===== src/design/cic_pkg.sv =====
// ----------------------------------------------------------------------------
// cic_pkg
// Shared types and codes for the control input conditioner.
// ----------------------------------------------------------------------------
`default_nettype none

package cic_pkg;

  localparam int unsigned CFG_IDX_W  = 3;
  localparam int unsigned CFG_DATA_W = 16;

  localparam logic [CFG_IDX_W-1:0] REG_MODE      = 3'd0;
  localparam logic [CFG_IDX_W-1:0] REG_BOUND     = 3'd1;
  localparam logic [CFG_IDX_W-1:0] REG_INVERT    = 3'd2;
  localparam logic [CFG_IDX_W-1:0] REG_THRESHOLD = 3'd3;
  localparam logic [CFG_IDX_W-1:0] REG_ORIGIN    = 3'd4;
  localparam logic [CFG_IDX_W-1:0] REG_ACTIVE    = 3'd5;
  localparam logic [CFG_IDX_W-1:0] REG_TOGGLE    = 3'd6;
  localparam logic [CFG_IDX_W-1:0] REG_STACKING  = 3'd7;

  localparam logic [1:0] MODE_UNBOUND    = 2'd0;
  localparam logic [1:0] MODE_BUTTON     = 2'd1;
  localparam logic [1:0] MODE_CONTINUOUS = 2'd2;
  localparam logic [1:0] MODE_THRESHOLD  = 2'd3;

  typedef struct packed {
    logic [1:0]         mode;
    logic [7:0]         bound;
    logic               invert;
    logic [14:0]        threshold;
    logic signed [15:0] origin;
    logic               active;
    logic               toggle;
    logic               stacking;
  } cfg_t;

  typedef struct packed {
    logic capture;
    logic pre_en;
    logic off_en;
    logic val_en;
    logic post_en;
  } cmd_t;

  typedef struct packed {
    logic need_div;
    logic div_idle;
  } sts_t;

endpackage

`default_nettype wire


===== src/design/cic_cfg.sv =====
// ----------------------------------------------------------------------------
// cic_cfg
// Configuration register file, written through the configuration channel.
// ----------------------------------------------------------------------------
`default_nettype none

module cic_cfg (
  input  wire logic                                clk_i,
  input  wire logic                                rst_ni,
  input  wire logic                                wr_en_i,
  input  wire logic [cic_pkg::CFG_IDX_W-1:0]       wr_idx_i,
  input  wire logic [cic_pkg::CFG_DATA_W-1:0]      wr_data_i,
  output cic_pkg::cfg_t                            cfg_o
);

  cic_pkg::cfg_t cfg_q, cfg_d;

  always_comb begin
    cfg_d = cfg_q;
    if (wr_en_i) begin
      case (wr_idx_i)
        cic_pkg::REG_MODE:      cfg_d.mode      = wr_data_i[1:0];
        cic_pkg::REG_BOUND:     cfg_d.bound     = wr_data_i[7:0];
        cic_pkg::REG_INVERT:    cfg_d.invert    = wr_data_i[0];
        cic_pkg::REG_THRESHOLD: cfg_d.threshold = wr_data_i[14:0];
        cic_pkg::REG_ORIGIN:    cfg_d.origin    = $signed(wr_data_i[15:0]);
        cic_pkg::REG_ACTIVE:    cfg_d.active    = wr_data_i[0];
        cic_pkg::REG_TOGGLE:    cfg_d.toggle    = wr_data_i[0];
        cic_pkg::REG_STACKING:  cfg_d.stacking  = wr_data_i[0];
        default:                cfg_d           = cfg_q;
      endcase
    end
  end

  always_ff @(posedge clk_i or negedge rst_ni) begin
    if (!rst_ni) begin
      cfg_q <= '{mode:      cic_pkg::MODE_UNBOUND,
                 bound:     8'd0,
                 invert:    1'b0,
                 threshold: 15'd0,
                 origin:    16'sd0,
                 active:    1'b1,
                 toggle:    1'b0,
                 stacking:  1'b0};
    end else begin
      cfg_q <= cfg_d;
    end
  end

  assign cfg_o = cfg_q;

endmodule

`default_nettype wire


===== src/design/cic_div.sv =====
// ----------------------------------------------------------------------------
// cic_div
// Serial restoring divider: (mag << FRAC_BITS) / den, one quotient bit a cycle.
// ----------------------------------------------------------------------------
`default_nettype none

module cic_div #(
  parameter int unsigned FRAC_BITS = 14,
  parameter int unsigned MAG_W     = 18
) (
  input  wire logic                 clk_i,
  input  wire logic                 rst_ni,
  input  wire logic                 start_i,
  input  wire logic [MAG_W-1:0]     mag_i,
  input  wire logic [FRAC_BITS:0]   den_i,
  output logic                      idle_o,
  output logic [MAG_W:0]            quo_o
);

  localparam int unsigned QW   = MAG_W + 1;
  localparam int unsigned NW   = MAG_W + FRAC_BITS;
  localparam int unsigned RW   = FRAC_BITS + 2;
  localparam int unsigned CNTW = $clog2(QW + 1);

  logic [NW-1:0]     num;
  logic [RW-1:0]     rem_q, rem_d, trial;
  logic [QW-1:0]     dq_q, dq_d;
  logic [FRAC_BITS:0] den_q;
  logic [CNTW-1:0]   cnt_q, cnt_d;
  logic              busy_q, busy_d;
  logic              ge;

  assign num   = {mag_i, {FRAC_BITS{1'b0}}};
  assign trial = {rem_q[RW-2:0], dq_q[QW-1]};
  assign ge    = trial >= RW'(den_q);

  always_comb begin
    rem_d  = rem_q;
    dq_d   = dq_q;
    cnt_d  = cnt_q;
    busy_d = busy_q;
    if (start_i) begin
      rem_d  = RW'(num[NW-1:QW]);
      dq_d   = num[QW-1:0];
      cnt_d  = CNTW'(QW);
      busy_d = 1'b1;
    end else if (busy_q) begin
      rem_d = ge ? trial - RW'(den_q) : trial;
      dq_d  = {dq_q[QW-2:0], ge};
      cnt_d = cnt_q - CNTW'(1);
      if (cnt_q == CNTW'(1)) begin
        busy_d = 1'b0;
      end
    end
  end

  always_ff @(posedge clk_i or negedge rst_ni) begin
    if (!rst_ni) begin
      busy_q <= 1'b0;
      cnt_q  <= '0;
    end else begin
      busy_q <= busy_d;
      cnt_q  <= cnt_d;
    end
  end

  always_ff @(posedge clk_i) begin
    rem_q <= rem_d;
    dq_q  <= dq_d;
    if (start_i) begin
      den_q <= den_i;
    end
  end

  assign idle_o = !busy_q;
  assign quo_o  = dq_q;

endmodule

`default_nettype wire


===== src/design/cic_dp.sv =====
// ----------------------------------------------------------------------------
// cic_dp
// Datapath: input capture, invert, deadzone, threshold, stacking, toggle latch.
// ----------------------------------------------------------------------------
`default_nettype none

module cic_dp #(
  parameter int unsigned FRAC_BITS = 14
) (
  input  wire logic               clk_i,
  input  wire logic               rst_ni,
  input  wire cic_pkg::cfg_t      cfg_i,
  input  wire cic_pkg::cmd_t      cmd_i,
  output cic_pkg::sts_t           sts_o,
  input  wire logic signed [8:0]  event_axis_i,
  input  wire logic signed [8:0]  event_button_i,
  input  wire logic signed [15:0] raw_axis_i,
  input  wire logic               axis_signed_i,
  input  wire logic               axis_limited_i,
  input  wire logic               button_level_i,
  output logic signed [31:0]      out_value_o,
  output logic                    changed_o
);

  localparam int unsigned MW = ((FRAC_BITS > 16) ? FRAC_BITS : 16) + 2;
  localparam int unsigned QW = MW + 1;
  localparam int unsigned VW = MW + 4;
  localparam int unsigned PW = 16 + FRAC_BITS;

  localparam logic signed [VW-1:0] OneV   = VW'(1) << FRAC_BITS;
  localparam logic signed [VW-1:0] HalfV  = OneV >>> 1;
  localparam logic signed [31:0]   One32  = 32'sd1 <<< FRAC_BITS;
  localparam logic signed [31:0]   Half32 = One32 >>> 1;

  localparam logic [1:0] PH_OFF_IDLE = 2'd0;
  localparam logic [1:0] PH_ON_HELD  = 2'd1;
  localparam logic [1:0] PH_ON_IDLE  = 2'd2;
  localparam logic [1:0] PH_OFF_HELD = 2'd3;

  logic signed [8:0]  ev_axis_q, ev_btn_q;
  logic signed [15:0] raw_q;
  logic               signed_q, limited_q, level_q;

  logic signed [VW-1:0] raw_x, org_x, thr_x, axis_v, btn_v, org2, v_pre;
  logic                 match;
  logic signed [VW-1:0] v_q, org2_q;
  logic                 match_q;

  logic signed [VW-1:0] off, mag_full, den_s, den_v;
  logic [MW-1:0]        mag, thr_m, msub;
  logic                 dead, now;
  logic                 off_neg_q, dead_q, now_q;

  logic [QW-1:0]        quo;
  logic                 div_idle;
  logic signed [VW-1:0] q_x, sq, cont, base_v;
  logic                 early_d;
  logic signed [31:0]   base_q;
  logic                 early_q;

  logic                 thr_lvl_q;
  logic [1:0]           phase_q, phase_s, ph_n;
  logic [15:0]          press_q, cnt_n;
  logic                 d1, d2, inc, ovf, tsupp, chg;
  logic [PW-1:0]        prod;
  logic signed [31:0]   stack_v, sv, val;

  always_ff @(posedge clk_i) begin
    if (cmd_i.capture) begin
      ev_axis_q <= event_axis_i;
      ev_btn_q  <= event_button_i;
      raw_q     <= raw_axis_i;
      signed_q  <= axis_signed_i;
      limited_q <= axis_limited_i;
      level_q   <= button_level_i;
    end
  end

  assign raw_x = VW'(raw_q);
  assign org_x = VW'(cfg_i.origin);
  assign thr_x = VW'(cfg_i.threshold);

  always_comb begin
    if (!cfg_i.invert) begin
      axis_v = raw_x;
      org2   = org_x;
    end else begin
      axis_v = (signed_q || !limited_q) ? -raw_x : OneV - raw_x;
      org2   = signed_q ? -org_x : OneV - org_x;
    end
    btn_v = (level_q == cfg_i.active) ? OneV : '0;
    case (cfg_i.mode)
      cic_pkg::MODE_BUTTON: begin
        match = !ev_btn_q[8] && (ev_btn_q[7:0] == cfg_i.bound);
        v_pre = btn_v;
      end
      cic_pkg::MODE_CONTINUOUS, cic_pkg::MODE_THRESHOLD: begin
        match = !ev_axis_q[8] && (ev_axis_q[7:0] == cfg_i.bound);
        v_pre = axis_v;
      end
      default: begin
        match = 1'b0;
        v_pre = axis_v;
      end
    endcase
  end

  always_ff @(posedge clk_i) begin
    if (cmd_i.pre_en) begin
      v_q     <= v_pre;
      org2_q  <= org2;
      match_q <= match;
    end
  end

  assign off      = v_q - org_x;
  assign mag_full = off[VW-1] ? -off : off;
  assign mag      = mag_full[MW-1:0];
  assign thr_m    = MW'(cfg_i.threshold);
  assign dead     = mag < thr_m;
  assign msub     = mag - thr_m;
  assign den_s    = OneV - thr_x;
  assign den_v    = (den_s < HalfV) ? HalfV : den_s;
  assign now      = v_q > thr_x;

  assign sts_o.need_div = (cfg_i.mode == cic_pkg::MODE_CONTINUOUS) && match_q && !dead;
  assign sts_o.div_idle = div_idle;

  always_ff @(posedge clk_i) begin
    if (cmd_i.off_en) begin
      off_neg_q <= off[VW-1];
      dead_q    <= dead;
      now_q     <= now;
    end
  end

  cic_div #(
    .FRAC_BITS (FRAC_BITS),
    .MAG_W     (MW)
  ) u_div (
    .clk_i   (clk_i),
    .rst_ni  (rst_ni),
    .start_i (cmd_i.off_en && sts_o.need_div),
    .mag_i   (msub),
    .den_i   (den_v[FRAC_BITS:0]),
    .idle_o  (div_idle),
    .quo_o   (quo)
  );

  assign q_x  = VW'(quo);
  assign sq   = off_neg_q ? -q_x : q_x;
  assign cont = (dead_q ? org_x : org_x + sq) - org2_q;

  always_comb begin
    case (cfg_i.mode)
      cic_pkg::MODE_THRESHOLD:  base_v = now_q ? OneV : '0;
      cic_pkg::MODE_CONTINUOUS: base_v = cont;
      default:                  base_v = v_q;
    endcase
    early_d = !match_q ||
              ((cfg_i.mode == cic_pkg::MODE_THRESHOLD) && (now_q == thr_lvl_q));
  end

  always_ff @(posedge clk_i) begin
    if (cmd_i.val_en) begin
      base_q  <= 32'(base_v);
      early_q <= early_d;
    end
  end

  assign d1      = base_q > Half32;
  assign inc     = (phase_q == PH_OFF_IDLE) && d1 && (press_q != 16'hFFFF);
  assign cnt_n   = cfg_i.stacking ? press_q + 16'(inc) : press_q;
  assign phase_s = cfg_i.stacking ? {1'b0, d1} : phase_q;
  assign prod    = {cnt_n, {FRAC_BITS{1'b0}}};
  assign ovf     = |(prod >> 31);
  assign stack_v = ovf ? 32'sh7FFF_FFFF : 32'(prod);
  assign sv      = cfg_i.stacking ? stack_v : base_q;
  assign d2      = sv > Half32;

  always_comb begin
    ph_n  = phase_s;
    val   = sv;
    tsupp = 1'b0;
    if (cfg_i.toggle) begin
      case (phase_s)
        PH_OFF_IDLE: begin
          val  = d2 ? One32 : '0;
          ph_n = d2 ? PH_ON_HELD : PH_OFF_IDLE;
        end
        PH_ON_HELD: begin
          tsupp = 1'b1;
          ph_n  = d2 ? PH_ON_HELD : PH_ON_IDLE;
        end
        PH_ON_IDLE: begin
          val  = d2 ? '0 : One32;
          ph_n = d2 ? PH_OFF_HELD : PH_ON_IDLE;
        end
        default: begin
          tsupp = 1'b1;
          ph_n  = d2 ? PH_OFF_HELD : PH_OFF_IDLE;
        end
      endcase
    end
    chg = !early_q && !tsupp;
  end

  always_ff @(posedge clk_i or negedge rst_ni) begin
    if (!rst_ni) begin
      thr_lvl_q <= 1'b0;
      press_q   <= '0;
      phase_q   <= PH_OFF_IDLE;
    end else if (cmd_i.post_en && !early_q) begin
      if (cfg_i.mode == cic_pkg::MODE_THRESHOLD) begin
        thr_lvl_q <= now_q;
      end
      press_q <= cnt_n;
      phase_q <= ph_n;
    end
  end

  always_ff @(posedge clk_i or negedge rst_ni) begin
    if (!rst_ni) begin
      out_value_o <= '0;
      changed_o   <= 1'b0;
    end else if (cmd_i.post_en) begin
      out_value_o <= chg ? val : '0;
      changed_o   <= chg;
    end
  end

endmodule

`default_nettype wire


===== src/design/cic_ctrl.sv =====
// ----------------------------------------------------------------------------
// cic_ctrl
// Sequencer: steps one event through the datapath and owns the handshakes.
// ----------------------------------------------------------------------------
`default_nettype none

module cic_ctrl (
  input  wire logic          clk_i,
  input  wire logic          rst_ni,
  input  wire logic          in_valid_i,
  output logic               in_stall_o,
  output logic               out_valid_o,
  input  wire logic          out_stall_i,
  input  wire cic_pkg::sts_t sts_i,
  output cic_pkg::cmd_t      cmd_o
);

  localparam logic [2:0] ST_IDLE = 3'd0;
  localparam logic [2:0] ST_PRE  = 3'd1;
  localparam logic [2:0] ST_OFF  = 3'd2;
  localparam logic [2:0] ST_DIV  = 3'd3;
  localparam logic [2:0] ST_VAL  = 3'd4;
  localparam logic [2:0] ST_POST = 3'd5;

  logic [2:0] state_q, state_d;
  logic       out_valid_q, out_valid_d;
  logic       out_free;

  assign out_free = !out_valid_q || !out_stall_i;

  always_comb begin
    state_d = state_q;
    cmd_o   = '0;
    case (state_q)
      ST_IDLE: begin
        if (in_valid_i) begin
          cmd_o.capture = 1'b1;
          state_d       = ST_PRE;
        end
      end
      ST_PRE: begin
        cmd_o.pre_en = 1'b1;
        state_d      = ST_OFF;
      end
      ST_OFF: begin
        cmd_o.off_en = 1'b1;
        state_d      = sts_i.need_div ? ST_DIV : ST_VAL;
      end
      ST_DIV: begin
        if (sts_i.div_idle) begin
          state_d = ST_VAL;
        end
      end
      ST_VAL: begin
        cmd_o.val_en = 1'b1;
        state_d      = ST_POST;
      end
      ST_POST: begin
        if (out_free) begin
          cmd_o.post_en = 1'b1;
          state_d       = ST_IDLE;
        end
      end
      default: begin
        state_d = ST_IDLE;
      end
    endcase
    out_valid_d = cmd_o.post_en ? 1'b1 : (out_valid_q && out_stall_i);
  end

  always_ff @(posedge clk_i or negedge rst_ni) begin
    if (!rst_ni) begin
      state_q     <= ST_IDLE;
      out_valid_q <= 1'b0;
    end else begin
      state_q     <= state_d;
      out_valid_q <= out_valid_d;
    end
  end

  assign in_stall_o  = state_q != ST_IDLE;
  assign out_valid_o = out_valid_q;

endmodule

`default_nettype wire


===== src/design/control_input_conditioner_top.sv =====
// ----------------------------------------------------------------------------
// control_input_conditioner_top
// Conditions controller events for one binding: button, axis deadzone and
// threshold, press counting and toggle latch, in Q.FRAC_BITS fixed point.
// Steps: capture the event, pre-stage (invert, binding match), offset and
//   deadzone, the serial divider for matched continuous-mode events outside
//   the deadzone (MAG_W = max(FRAC_BITS, 16) + 2), then value and output.
// Events: one at a time; a new event is taken only once the last result
//   is written to the output register. The output register holds a result
//   while the next runs.
// Reset: asynchronous, active low; registers to defaults, counters cleared.
// ----------------------------------------------------------------------------
`default_nettype none

module control_input_conditioner_top #(
  parameter int unsigned FRAC_BITS = 14
) (
  input  wire logic                               clk_i,
  input  wire logic                               rst_ni,
  input  wire logic                               cfg_valid_i,
  output logic                                    cfg_ready_o,
  input  wire logic [cic_pkg::CFG_IDX_W-1:0]      cfg_index_i,
  input  wire logic [cic_pkg::CFG_DATA_W-1:0]     cfg_data_i,
  input  wire logic                               in_valid_i,
  output logic                                    in_stall_o,
  input  wire logic signed [8:0]                  event_axis_i,
  input  wire logic signed [8:0]                  event_button_i,
  input  wire logic signed [15:0]                 raw_axis_i,
  input  wire logic                               axis_signed_i,
  input  wire logic                               axis_limited_i,
  input  wire logic                               button_level_i,
  output logic                                    out_valid_o,
  input  wire logic                               out_stall_i,
  output logic signed [31:0]                      out_value_o,
  output logic                                    changed_o
);

  cic_pkg::cfg_t cfg;
  cic_pkg::cmd_t cmd;
  cic_pkg::sts_t sts;

  assign cfg_ready_o = 1'b1;

  cic_cfg u_cfg (
    .clk_i     (clk_i),
    .rst_ni    (rst_ni),
    .wr_en_i   (cfg_valid_i && cfg_ready_o),
    .wr_idx_i  (cfg_index_i),
    .wr_data_i (cfg_data_i),
    .cfg_o     (cfg)
  );

  cic_ctrl u_ctrl (
    .clk_i       (clk_i),
    .rst_ni      (rst_ni),
    .in_valid_i  (in_valid_i),
    .in_stall_o  (in_stall_o),
    .out_valid_o (out_valid_o),
    .out_stall_i (out_stall_i),
    .sts_i       (sts),
    .cmd_o       (cmd)
  );

  cic_dp #(
    .FRAC_BITS (FRAC_BITS)
  ) u_dp (
    .clk_i          (clk_i),
    .rst_ni         (rst_ni),
    .cfg_i          (cfg),
    .cmd_i          (cmd),
    .sts_o          (sts),
    .event_axis_i   (event_axis_i),
    .event_button_i (event_button_i),
    .raw_axis_i     (raw_axis_i),
    .axis_signed_i  (axis_signed_i),
    .axis_limited_i (axis_limited_i),
    .button_level_i (button_level_i),
    .out_value_o    (out_value_o),
    .changed_o      (changed_o)
  );

endmodule

`default_nettype wire

===== config.mk =====
export PLATFORM = sky130hd
export DESIGN_NAME = control_input_conditioner_top
export DESIGN_NICKNAME = d
export VERILOG_FILES = /design/src/design/cic_pkg.sv /design/src/design/cic_cfg.sv /design/src/design/cic_div.sv /design/src/design/cic_dp.sv /design/src/design/cic_ctrl.sv /design/src/design/control_input_conditioner_top.sv
export SDC_FILE = /design/constraint.sdc
export NUM_CORES = 1
export LEC_CHECK = 0
export BUFFER_PORTS_ARGS = -buffer_cell sky130_fd_sc_hd__buf_2
export CORE_ASPECT_RATIO = 0.7
export CORE_MARGIN = 2
export CORE_UTILIZATION = 40
export DETAILED_ROUTE_END_ITERATION = 8
export PLACE_DENSITY = 0.63
export SYNTH_ARGS = -nofsm -noshare
export SYNTH_HDL_FRONTEND = slang
export SYNTH_SLANG_ARGS = --single-unit
export TNS_END_PERCENT = 20

===== constraint.sdc =====
create_clock -name clk_i -period 7.6 [get_ports clk_i]
set_input_delay 1.14 -clock clk_i [delete_from_list [all_inputs] [get_ports clk_i]]
set_output_delay 1.14 -clock clk_i [all_outputs]
set_load 0.02 [all_outputs]

==> results of run 1 <==
## cell families (layout without fill, tap and decap cells)
logic type | after synthesis | after routing | synth area share, %
buf+inv | 181 | 281 | 4.10
xor+xnor | 188 | 188 | 9.49
other cells | 1 | 1 | 0.0216
mux | 74 | 74 | 4.49
simple gates | 561 | 561 | 15.6
flops | 263 | 263 | 41.6
compound gates | 401 | 401 | 15.6
fa+ha+maj | 123 | 123 | 9.08
## registers in the layout, summed over array words and instances, names as in the netlist, 2 cells and up
name and count:
u_cfg.cfg_o 45, u_dp.out_value_o 31, u_dp.base_q 22, u_dp.org2_q 22
u_dp.v_q 22, u_dp.u_div.quo_o 19, u_dp.press_q 16, u_dp.raw_q 16
u_dp.u_div.den_q 15, u_dp.u_div.rem_q 15, u_dp.ev_axis_q 9, u_dp.ev_btn_q 9
u_dp.u_div.cnt_q 5, u_ctrl.state_q 3, u_dp.phase_q 2
## critical path: stages, from the launching register on
cell and delay, ns:
dfrtp_1 0.64, inv_1 0.29, ha_1 0.51, a21o_1 0.21
a21oi_1 0.18, nand2_1 0.08, a221oi_1 0.36, o311a_1 0.26
or2_1 0.15, clkinv_2 0.18, nand2_1 0.11, o21ai_0 0.16
fa_1 0.47, a21oi_1 0.16, o21bai_1 0.11, a21oi_1 0.22
o21ai_0 0.22, a221o_1 0.36, o221a_2 0.28, or3_1 0.34
a211o_1 0.35, o31ai_4 0.43, nand2b_1 0.59
## Yosys cell counts, types with 5 or more instances
master | number | area share [%]
dfrtp_1 | 105 | 15
mux2i_1 | 43 | 2.5
o21bai_1 | 5 | 0.22
inv_1 | 117 | 2.5
mux2_2 | 31 | 2.0
nand2b_1 | 29 | 1.0
or4_1 | 11 | 0.48
nand3_1 | 43 | 1.2
a21oi_1 | 82 | 2.4
and2_1 | 10 | 0.36
o21ai_0 | 111 | 3.2
nor4_1 | 14 | 0.50
nand2_1 | 153 | 3.3
edfxtp_1 | 141 | 24
or2_2 | 15 | 0.54
a22o_1 | 42 | 2.1
a211oi_1 | 14 | 0.61
dfxtp_1 | 16 | 1.8
nor3_1 | 46 | 1.3
xnor2_1 | 117 | 5.9
nor2_1 | 142 | 3.1
nand4_1 | 23 | 0.83
or3_1 | 18 | 0.65
o41ai_1 | 11 | 0.56
a21o_1 | 22 | 0.95
nor2b_1 | 26 | 0.94
xor2_1 | 71 | 3.6
a31oi_1 | 10 | 0.36
fa_1 | 5 | 0.58
a21boi_0 | 6 | 0.26
a211o_1 | 5 | 0.25
o22ai_1 | 6 | 0.22
ha_1 | 117 | 8.4
o2111ai_1 | 5 | 0.25
nor3b_1 | 5 | 0.22
o31ai_1 | 21 | 0.91
clkbuf_1 | 49 | 1.1
and3_1 | 10 | 0.36
o21a_1 | 13 | 0.56
## power by group
group          total, mW  internal, mW  switching [mW]
clock               1.43         0.838           0.596
combinational       5.92          2.35            3.57
sequential          2.49          2.07           0.422
## how the worst max path moves through the flow
stage                                startpoint                        endpoint  slack (ns)  cells past startpoint
floorplan            u_cfg.cfg_o[7]$_DFFE_PN0P_  u_dp.u_div.quo_o[14]$_DFFE_PP_        1.53                     23
global placement     u_cfg.cfg_o[7]$_DFFE_PN0P_   u_dp.u_div.rem_q[2]$_DFFE_PP_        0.82                     22
detailed placement   u_cfg.cfg_o[7]$_DFFE_PN0P_   u_dp.u_div.rem_q[4]$_DFFE_PP_        0.59                     22
CTS                  u_cfg.cfg_o[7]$_DFFE_PN0P_   u_dp.u_div.rem_q[0]$_DFFE_PP_        0.55                     22
global route        u_cfg.cfg_o[18]$_DFFE_PN0P_   u_dp.u_div.rem_q[0]$_DFFE_PP_       -0.01                     22
finish              u_cfg.cfg_o[18]$_DFFE_PN0P_   u_dp.u_div.rem_q[4]$_DFFE_PP_        0.47                     22
## placed cells by master (no fill, tap or decap), types with 11 or more instances in the layout
master / synthesis / routed
a22o_1: 42 / 42
nand2_1: 153 / 153
dfxtp_1: 16 / 16
inv_1: 117 / 117
xnor2_1: 117 / 117
nor3_1: 46 / 46
xor2_1: 71 / 71
o31ai_1: 21 / 21
or2_2: 15 / 15
dfrtp_1: 105 / 105
o21ai_0: 111 / 111
nor2b_1: 26 / 25
edfxtp_1: 141 / 141
buf_4: 3 / 15
or4_1: 11 / 11
clkbuf_16: 0 / 31
mux2_2: 31 / 31
o21a_1: 13 / 13
or3_1: 18 / 18
nand4_1: 23 / 23
a21o_1: 22 / 22
o41ai_1: 11 / 11
buf_2: 3 / 94
a21oi_1: 82 / 82
nand2b_1: 29 / 29
mux2i_1: 43 / 43
a211oi_1: 14 / 14
nand3_1: 43 / 43
nor4_1: 14 / 14
nor2_1: 142 / 140
ha_1: 117 / 117
## per-layer routing
| layer | wire (um) | global-route usage, % | part of all wire, % | vias to the layer above |
|---|---|---|---|---|
| met5 | 11 | 0 | 0.023 | - |
| met3 | 3790 | 4.32 | 7.8 | 63 |
| met4 | 1110 | 4.78 | 2.3 | 2 |
| met2 | 19500 | 29.7 | 40 | 406 |
| met1 | 24200 | 33.2 | 50 | 6618 |
| li1 | - | - | - | 6626 |
## metrics by stage
stage               cells  power [mW]  setup TNS [ns]  cell area, sq um
finish               2444        9.85               0             19300
global placement     2392        8.23               0             18400
floorplan            1792        6.65               0             17300
global route         2444        10.6          -0.107             19300
CTS                  2444        9.79               0             19300
detailed placement   2392        8.32               0             18400
## layout make-up
cell class	instances	area, sq um
well taps	552	691
fillers	4022	23200
inverters	120	452
repair buffers	109	583
clock buffers	41	843
multi-input cells	1348	9450
flip-flops and latches	263	7210
clock inverters	11	111
## what timing repair did
action                                 in CTS  in global routing
setup endpoints to repair                   0                 18
setup buffers                               0                  0
gates resized for setup                     0                  0
endpoints found under the hold margin       0                  0
==> results.json, run 1 <==
{
  "postSynthCellCount": 1792,
  "syn_area_per_cell_sq_um": 9.68,
  "crit_required_ns": 7.71,
  "grt_pass1_vias": 12600,
  "clockBufferDepth": 3,
  "viasPerCell": 5.61,
  "ys.flop_type": "edfxtp_1",
  "hold_violations": 0,
  "min_period_ns": 7.13,
  "powerDensity_mw_per_mm2": 509,
  "ctsHtreeMaxLevel": 1,
  "hp-class": "flip-flop to flip-flop",
  "synth_nets": 1975,
  "cts_tree": "done",
  "io_buffers": 95,
  "dieArea_sq_mm": 0.0451,
  "dp_hpwl_mm": 38.0,
  "gp_congestion": 0.915,
  "io_pins": 97,
  "clock_latency_ns": 0.56,
  "hold_path_startpoint": "u_dp.u_div.rem_q[14]$_SDFFE_PP0P_",
  "critPathLaunchType": "flip-flop",
  "cts_buffers": 28,
  "rsz0062_at_grt": "true",
  "ys_ff_latch": 263,
  "hold_path_end": "u_dp.u_div.rem_q[14]$_SDFFE_PP0P_",
  "path_class": "flip-flop to flip-flop",
  "initial_utilization_pct": 40.7,
  "hold_path_depth": 2,
  "hold_buffers": 0,
  "dr.first_iter.drc_count": 1168,
  "max_freq_mhz": 140,
  "grt_max_degree": 61,
  "dp_slack_ns": 0.587,
  "p_leak_nw": 8.10,
  "r2r_slack_ns": 0.47,
  "async_flop_share_pct": 40.3,
  "track_usage_pct": 21.3,
  "wirelength_mm": 48.6,
  "postRouteAntennaNets": 0,
  "drive_above_1_share_pct": 11.4,
  "overflow": 0,
  "finalCritPeriodShare_pct": 93.8,
  "endpoint_kind": "flip-flop",
  "outcome": "complete, no violations",
  "antenna_found_initial": 1,
  "num_antenna_cells": 0,
  "fin_ws_ns": 0.472,
  "nets": 2053,
  "ys_seq_area_share_pct": 41.6,
  "area_delta_synth_final_pct": 11.5,
  "critPathMaxFanout": 18,
  "root_buffer": "clkbuf_16",
  "yosysWarningCount": 0,
  "worst_pin_slew_ns": 1.28,
  "clock_sinks": 263,
  "rr_endpoint": "u_dp.u_div.rem_q[4]$_DFFE_PP_",
  "fin_skew_ns": 0.0138,
  "worst_ep_arrival_time_ns": 7.24,
  "grt_pass1_wl_mm": 73.6,
  "whs_ns": 0.479,
  "synth.distinct_cells": 82,
  "postLayoutCoreUtil_pct": 45.4,
  "die_x_um": 253,
  "synth_edf_count": 141,
  "reg2reg_depth": 22,
  "firstDrtPassIters": 5,
  "drc": 0,
  "slew_headroom_pct": 14.7,
  "path_clk_slew_ns": 0.07,
  "cap_violations": 0,
  "vias": 13700,
  "detail_route.wl_per_cell_um": 19.9,
  "drv_slew": 0,
  "setup_violations": 0,
  "core.rowCount": 63,
  "synth_area_sq_mm": 0.0173,
  "vdd_drop_max_v": 0.000315,
  "reg2reg_from": "u_cfg.cfg_o[18]$_DFFE_PN0P_",
  "die_h_um": 178,
  "coreArea_sq_mm": 0.0426
}
No activity file was read; power rests on OpenSTA's default activity.
==> run 2: changes to the inputs <==
--- a/config.mk
+++ b/config.mk
@@ -11,6 +11,7 @@
 export CORE_UTILIZATION = 40
 export DETAILED_ROUTE_END_ITERATION = 8
 export PLACE_DENSITY = 0.63
+export REMOVE_ABC_BUFFERS = 1
 export SYNTH_ARGS = -nofsm -noshare
 export SYNTH_HDL_FRONTEND = slang
 export SYNTH_SLANG_ARGS = --single-unit
==> run 2 against run 1 <==
- first-iteration DRC count up 12%
- combinational power down 1%
- sequential power about the same
- hold slack worse by 0.011 ns
- flip-flop and latch count unchanged
- die area unchanged
- global-route usage up 0.22 points
==> results.json, run 2 (synthesis gave the netlist of run 1 again) <==
{
  "track_usage_pct": 21.5,
  "p_leak_nw": 8.12,
  "firstDrtPassIters": 5,
  "drv_slew": 0,
  "clkPwrFrac_pct": 14.6,
  "overflow": 0,
  "min_period_ns": 7.27,
  "crit_required_ns": 7.86,
  "dp_slack_ns": 0.444,
  "grt_pass1_wl_mm": 74.7,
  "hp-class": "flip-flop to flip-flop",
  "dieArea_sq_mm": 0.0451,
  "path_buf_inv": 3,
  "critPathTopFamily": "compound AO/OA/AOI/OAI gates",
  "setup_violations": 0,
  "dp_hpwl_mm": 38.4,
  "initial_utilization_pct": 40.7,
  "io_buffers": 95,
  "cap_violations": 0,
  "fin_ws_ns": 0.327,
  "endpoint_kind": "flip-flop",
  "path_class": "flip-flop to flip-flop",
  "num_antenna_cells": 0,
  "switchingPower_mw": 4.50,
  "dr.first_iter.drc_count": 1307,
  "critPathMaxStageDelay_ns": 0.49,
  "power_frac_seq_pct": 25.5,
  "die_x_um": 253,
  "postCtsSetupBuffers": 0,
  "cts_buffers": 28,
  "die_h_um": 178,
  "vdd_drop_max_v": 0.000253,
  "grt_pass1_vias": 12800,
  "root_buffer": "clkbuf_16",
  "io_pins": 97,
  "area_delta_synth_final_pct": 11.7,
  "slew_headroom_pct": 15.3,
  "layout_common_cells": "nand2_1, edfxtp_1, nor2_1",
  "core.rowCount": 63,
  "finalCritPeriodShare_pct": 95.7,
  "wirelength_mm": 48.7,
  "hold_violations": 0,
  "path_clk_slew_ns": 0.07,
  "viasPerCell": 5.68,
  "cts_tree": "done",
  "slowest_stage": "inv_2",
  "rsz0062_at_grt": "true",
  "drive_above_1_share_pct": 11.6,
  "vias": 13900,
  "grt_max_degree": 62,
  "worst_ep_arrival_time_ns": 7.53,
  "nets": 2058,
  "intPower_mw": 5.26,
  "drc": 0,
  "worst_pin_slew_ns": 1.26,
  "largest_register_ff_count": 45,
  "postRouteAntennaNets": 0,
  "detail_route.wl_per_cell_um": 19.9,
  "hold_buffers": 0,
  "antenna_found_initial": 1,
  "postLayoutCoreUtil_pct": 45.5,
  "critPathMaxFanout": 45,
  "powerDensity_mw_per_mm2": 503,
  "clock_sinks": 263,
  "outcome": "complete, no violations",
  "coreArea_sq_mm": 0.0426,
  "pwr-share-comb_pct": 60.0,
  "critPathLaunchType": "flip-flop",
  "clock_latency_ns": 0.57,
  "fin_skew_ns": 0.0229,
  "clockBufferDepth": 3,
  "gp_congestion": 0.940,
  "max_freq_mhz": 137,
  "num-fill-cells": 4016,
  "r2r_slack_ns": 0.33,
  "switching_share_pct": 46.1,
  "final_common_cell": "nand2_1",
  "ctsHtreeMaxLevel": 1,
  "path_cells": "inv_1, ha_1, nand2_1, a211o_1, a31oi_4, a41oi_1, o21a_1, o22ai_1, or2_1, clkinv_2, nand2_1, o21ai_0, fa_1, a21oi_1, o21bai_1, a21oi_1, o21ai_0, a221o_1, o221a_2, or3_1, a211o_1, o31ai_4, inv_2, mux2i_1"
}
## run 2: routing by layer
layer	vias up	global-route usage [%]	part of all wire (%)
li1	6643	-	-
met1	6747	33.9	50
met2	450	29.2	39
met3	67	5.24	8.5
met4	0	4.36	1.9
met5	-	0	0
## run 2: metrics by stage
step	instances	instance area, sq um	total power, mW	TNS (ns)	hold slack (ns)
detailed placement	2397	18400	8.24	0	0.459
global route	2449	19400	10.5	-1.19	0.494
floorplan	1731	17100	6.62	0	0.445
finish	2449	19400	9.75	0	0.467
global placement	2397	18400	8.15	0	0.451
CTS	2449	19400	9.70	0	0.473
## run 2: cell type report
type / count / area [sq um] / area share [%]
clock buffers: 45 / 890 / 4.59
clock inverters: 7 / 63.8 / 0.329
inverters: 120 / 452 / 2.33
multi-input cells: 1348 / 9450 / 48.8
flip-flops and latches: 263 / 7210 / 37.2
well taps: 552 / 691 / 3.56
repair buffers: 114 / 621 / 3.20
## run 2: worst paths after layout
kind | endpoint | cells after the start | start
max in group asynchronous | u_cfg.cfg_o[24]$_DFFE_PN0P_ | 2 | rst_ni
min | u_dp.out_value_o[24]$_DFFE_PN0P_ | 2 | u_dp.out_value_o[24]$_DFFE_PN0P_
min reg2reg | u_dp.out_value_o[24]$_DFFE_PN0P_ | 2 | u_dp.out_value_o[24]$_DFFE_PN0P_
max reg2reg | u_dp.u_div.rem_q[9]$_DFFE_PP_ | 24 | u_cfg.cfg_o[7]$_DFFE_PN0P_
max | u_dp.u_div.rem_q[9]$_DFFE_PP_ | 24 | u_cfg.cfg_o[7]$_DFFE_PN0P_
min in group asynchronous | u_dp.out_value_o[9]$_DFFE_PN0P_ | 1 | rst_ni
## run 2: worst register-to-register path, stage by stage (launching register included)
cell,delay (ns)
dfrtp_1,0.41
inv_1,0.12
ha_1,0.42
nand2_1,0.08
a211o_1,0.29
a31oi_4,0.25
a41oi_1,0.28
o21a_1,0.30
o22ai_1,0.18
or2_1,0.40
clkinv_2,0.27
nand2_1,0.12
o21ai_0,0.15
fa_1,0.48
a21oi_1,0.17
o21bai_1,0.11
a21oi_1,0.20
o21ai_0,0.19
a221o_1,0.35
o221a_2,0.28
or3_1,0.33
a211o_1,0.35
o31ai_4,0.47
inv_2,0.50
mux2i_1,0.26
## run 2: repair_timing
item / CTS / global route
endpoints found under the hold margin: 0 / 0
setup endpoints to repair: 0 / 30
gates resized for setup: 0 / 1
## run 2: power groups by stage
stage                     Clock [mW]  Sequential [mW]  Combinational [mW]
after floorplan                    0             2.49                4.12
after global placement             0             2.49                5.66
after detailed placement           0             2.50                5.74
after CTS                       1.45             2.48                5.77
after global routing            1.52             2.53                6.43
final                           1.42             2.48                5.85
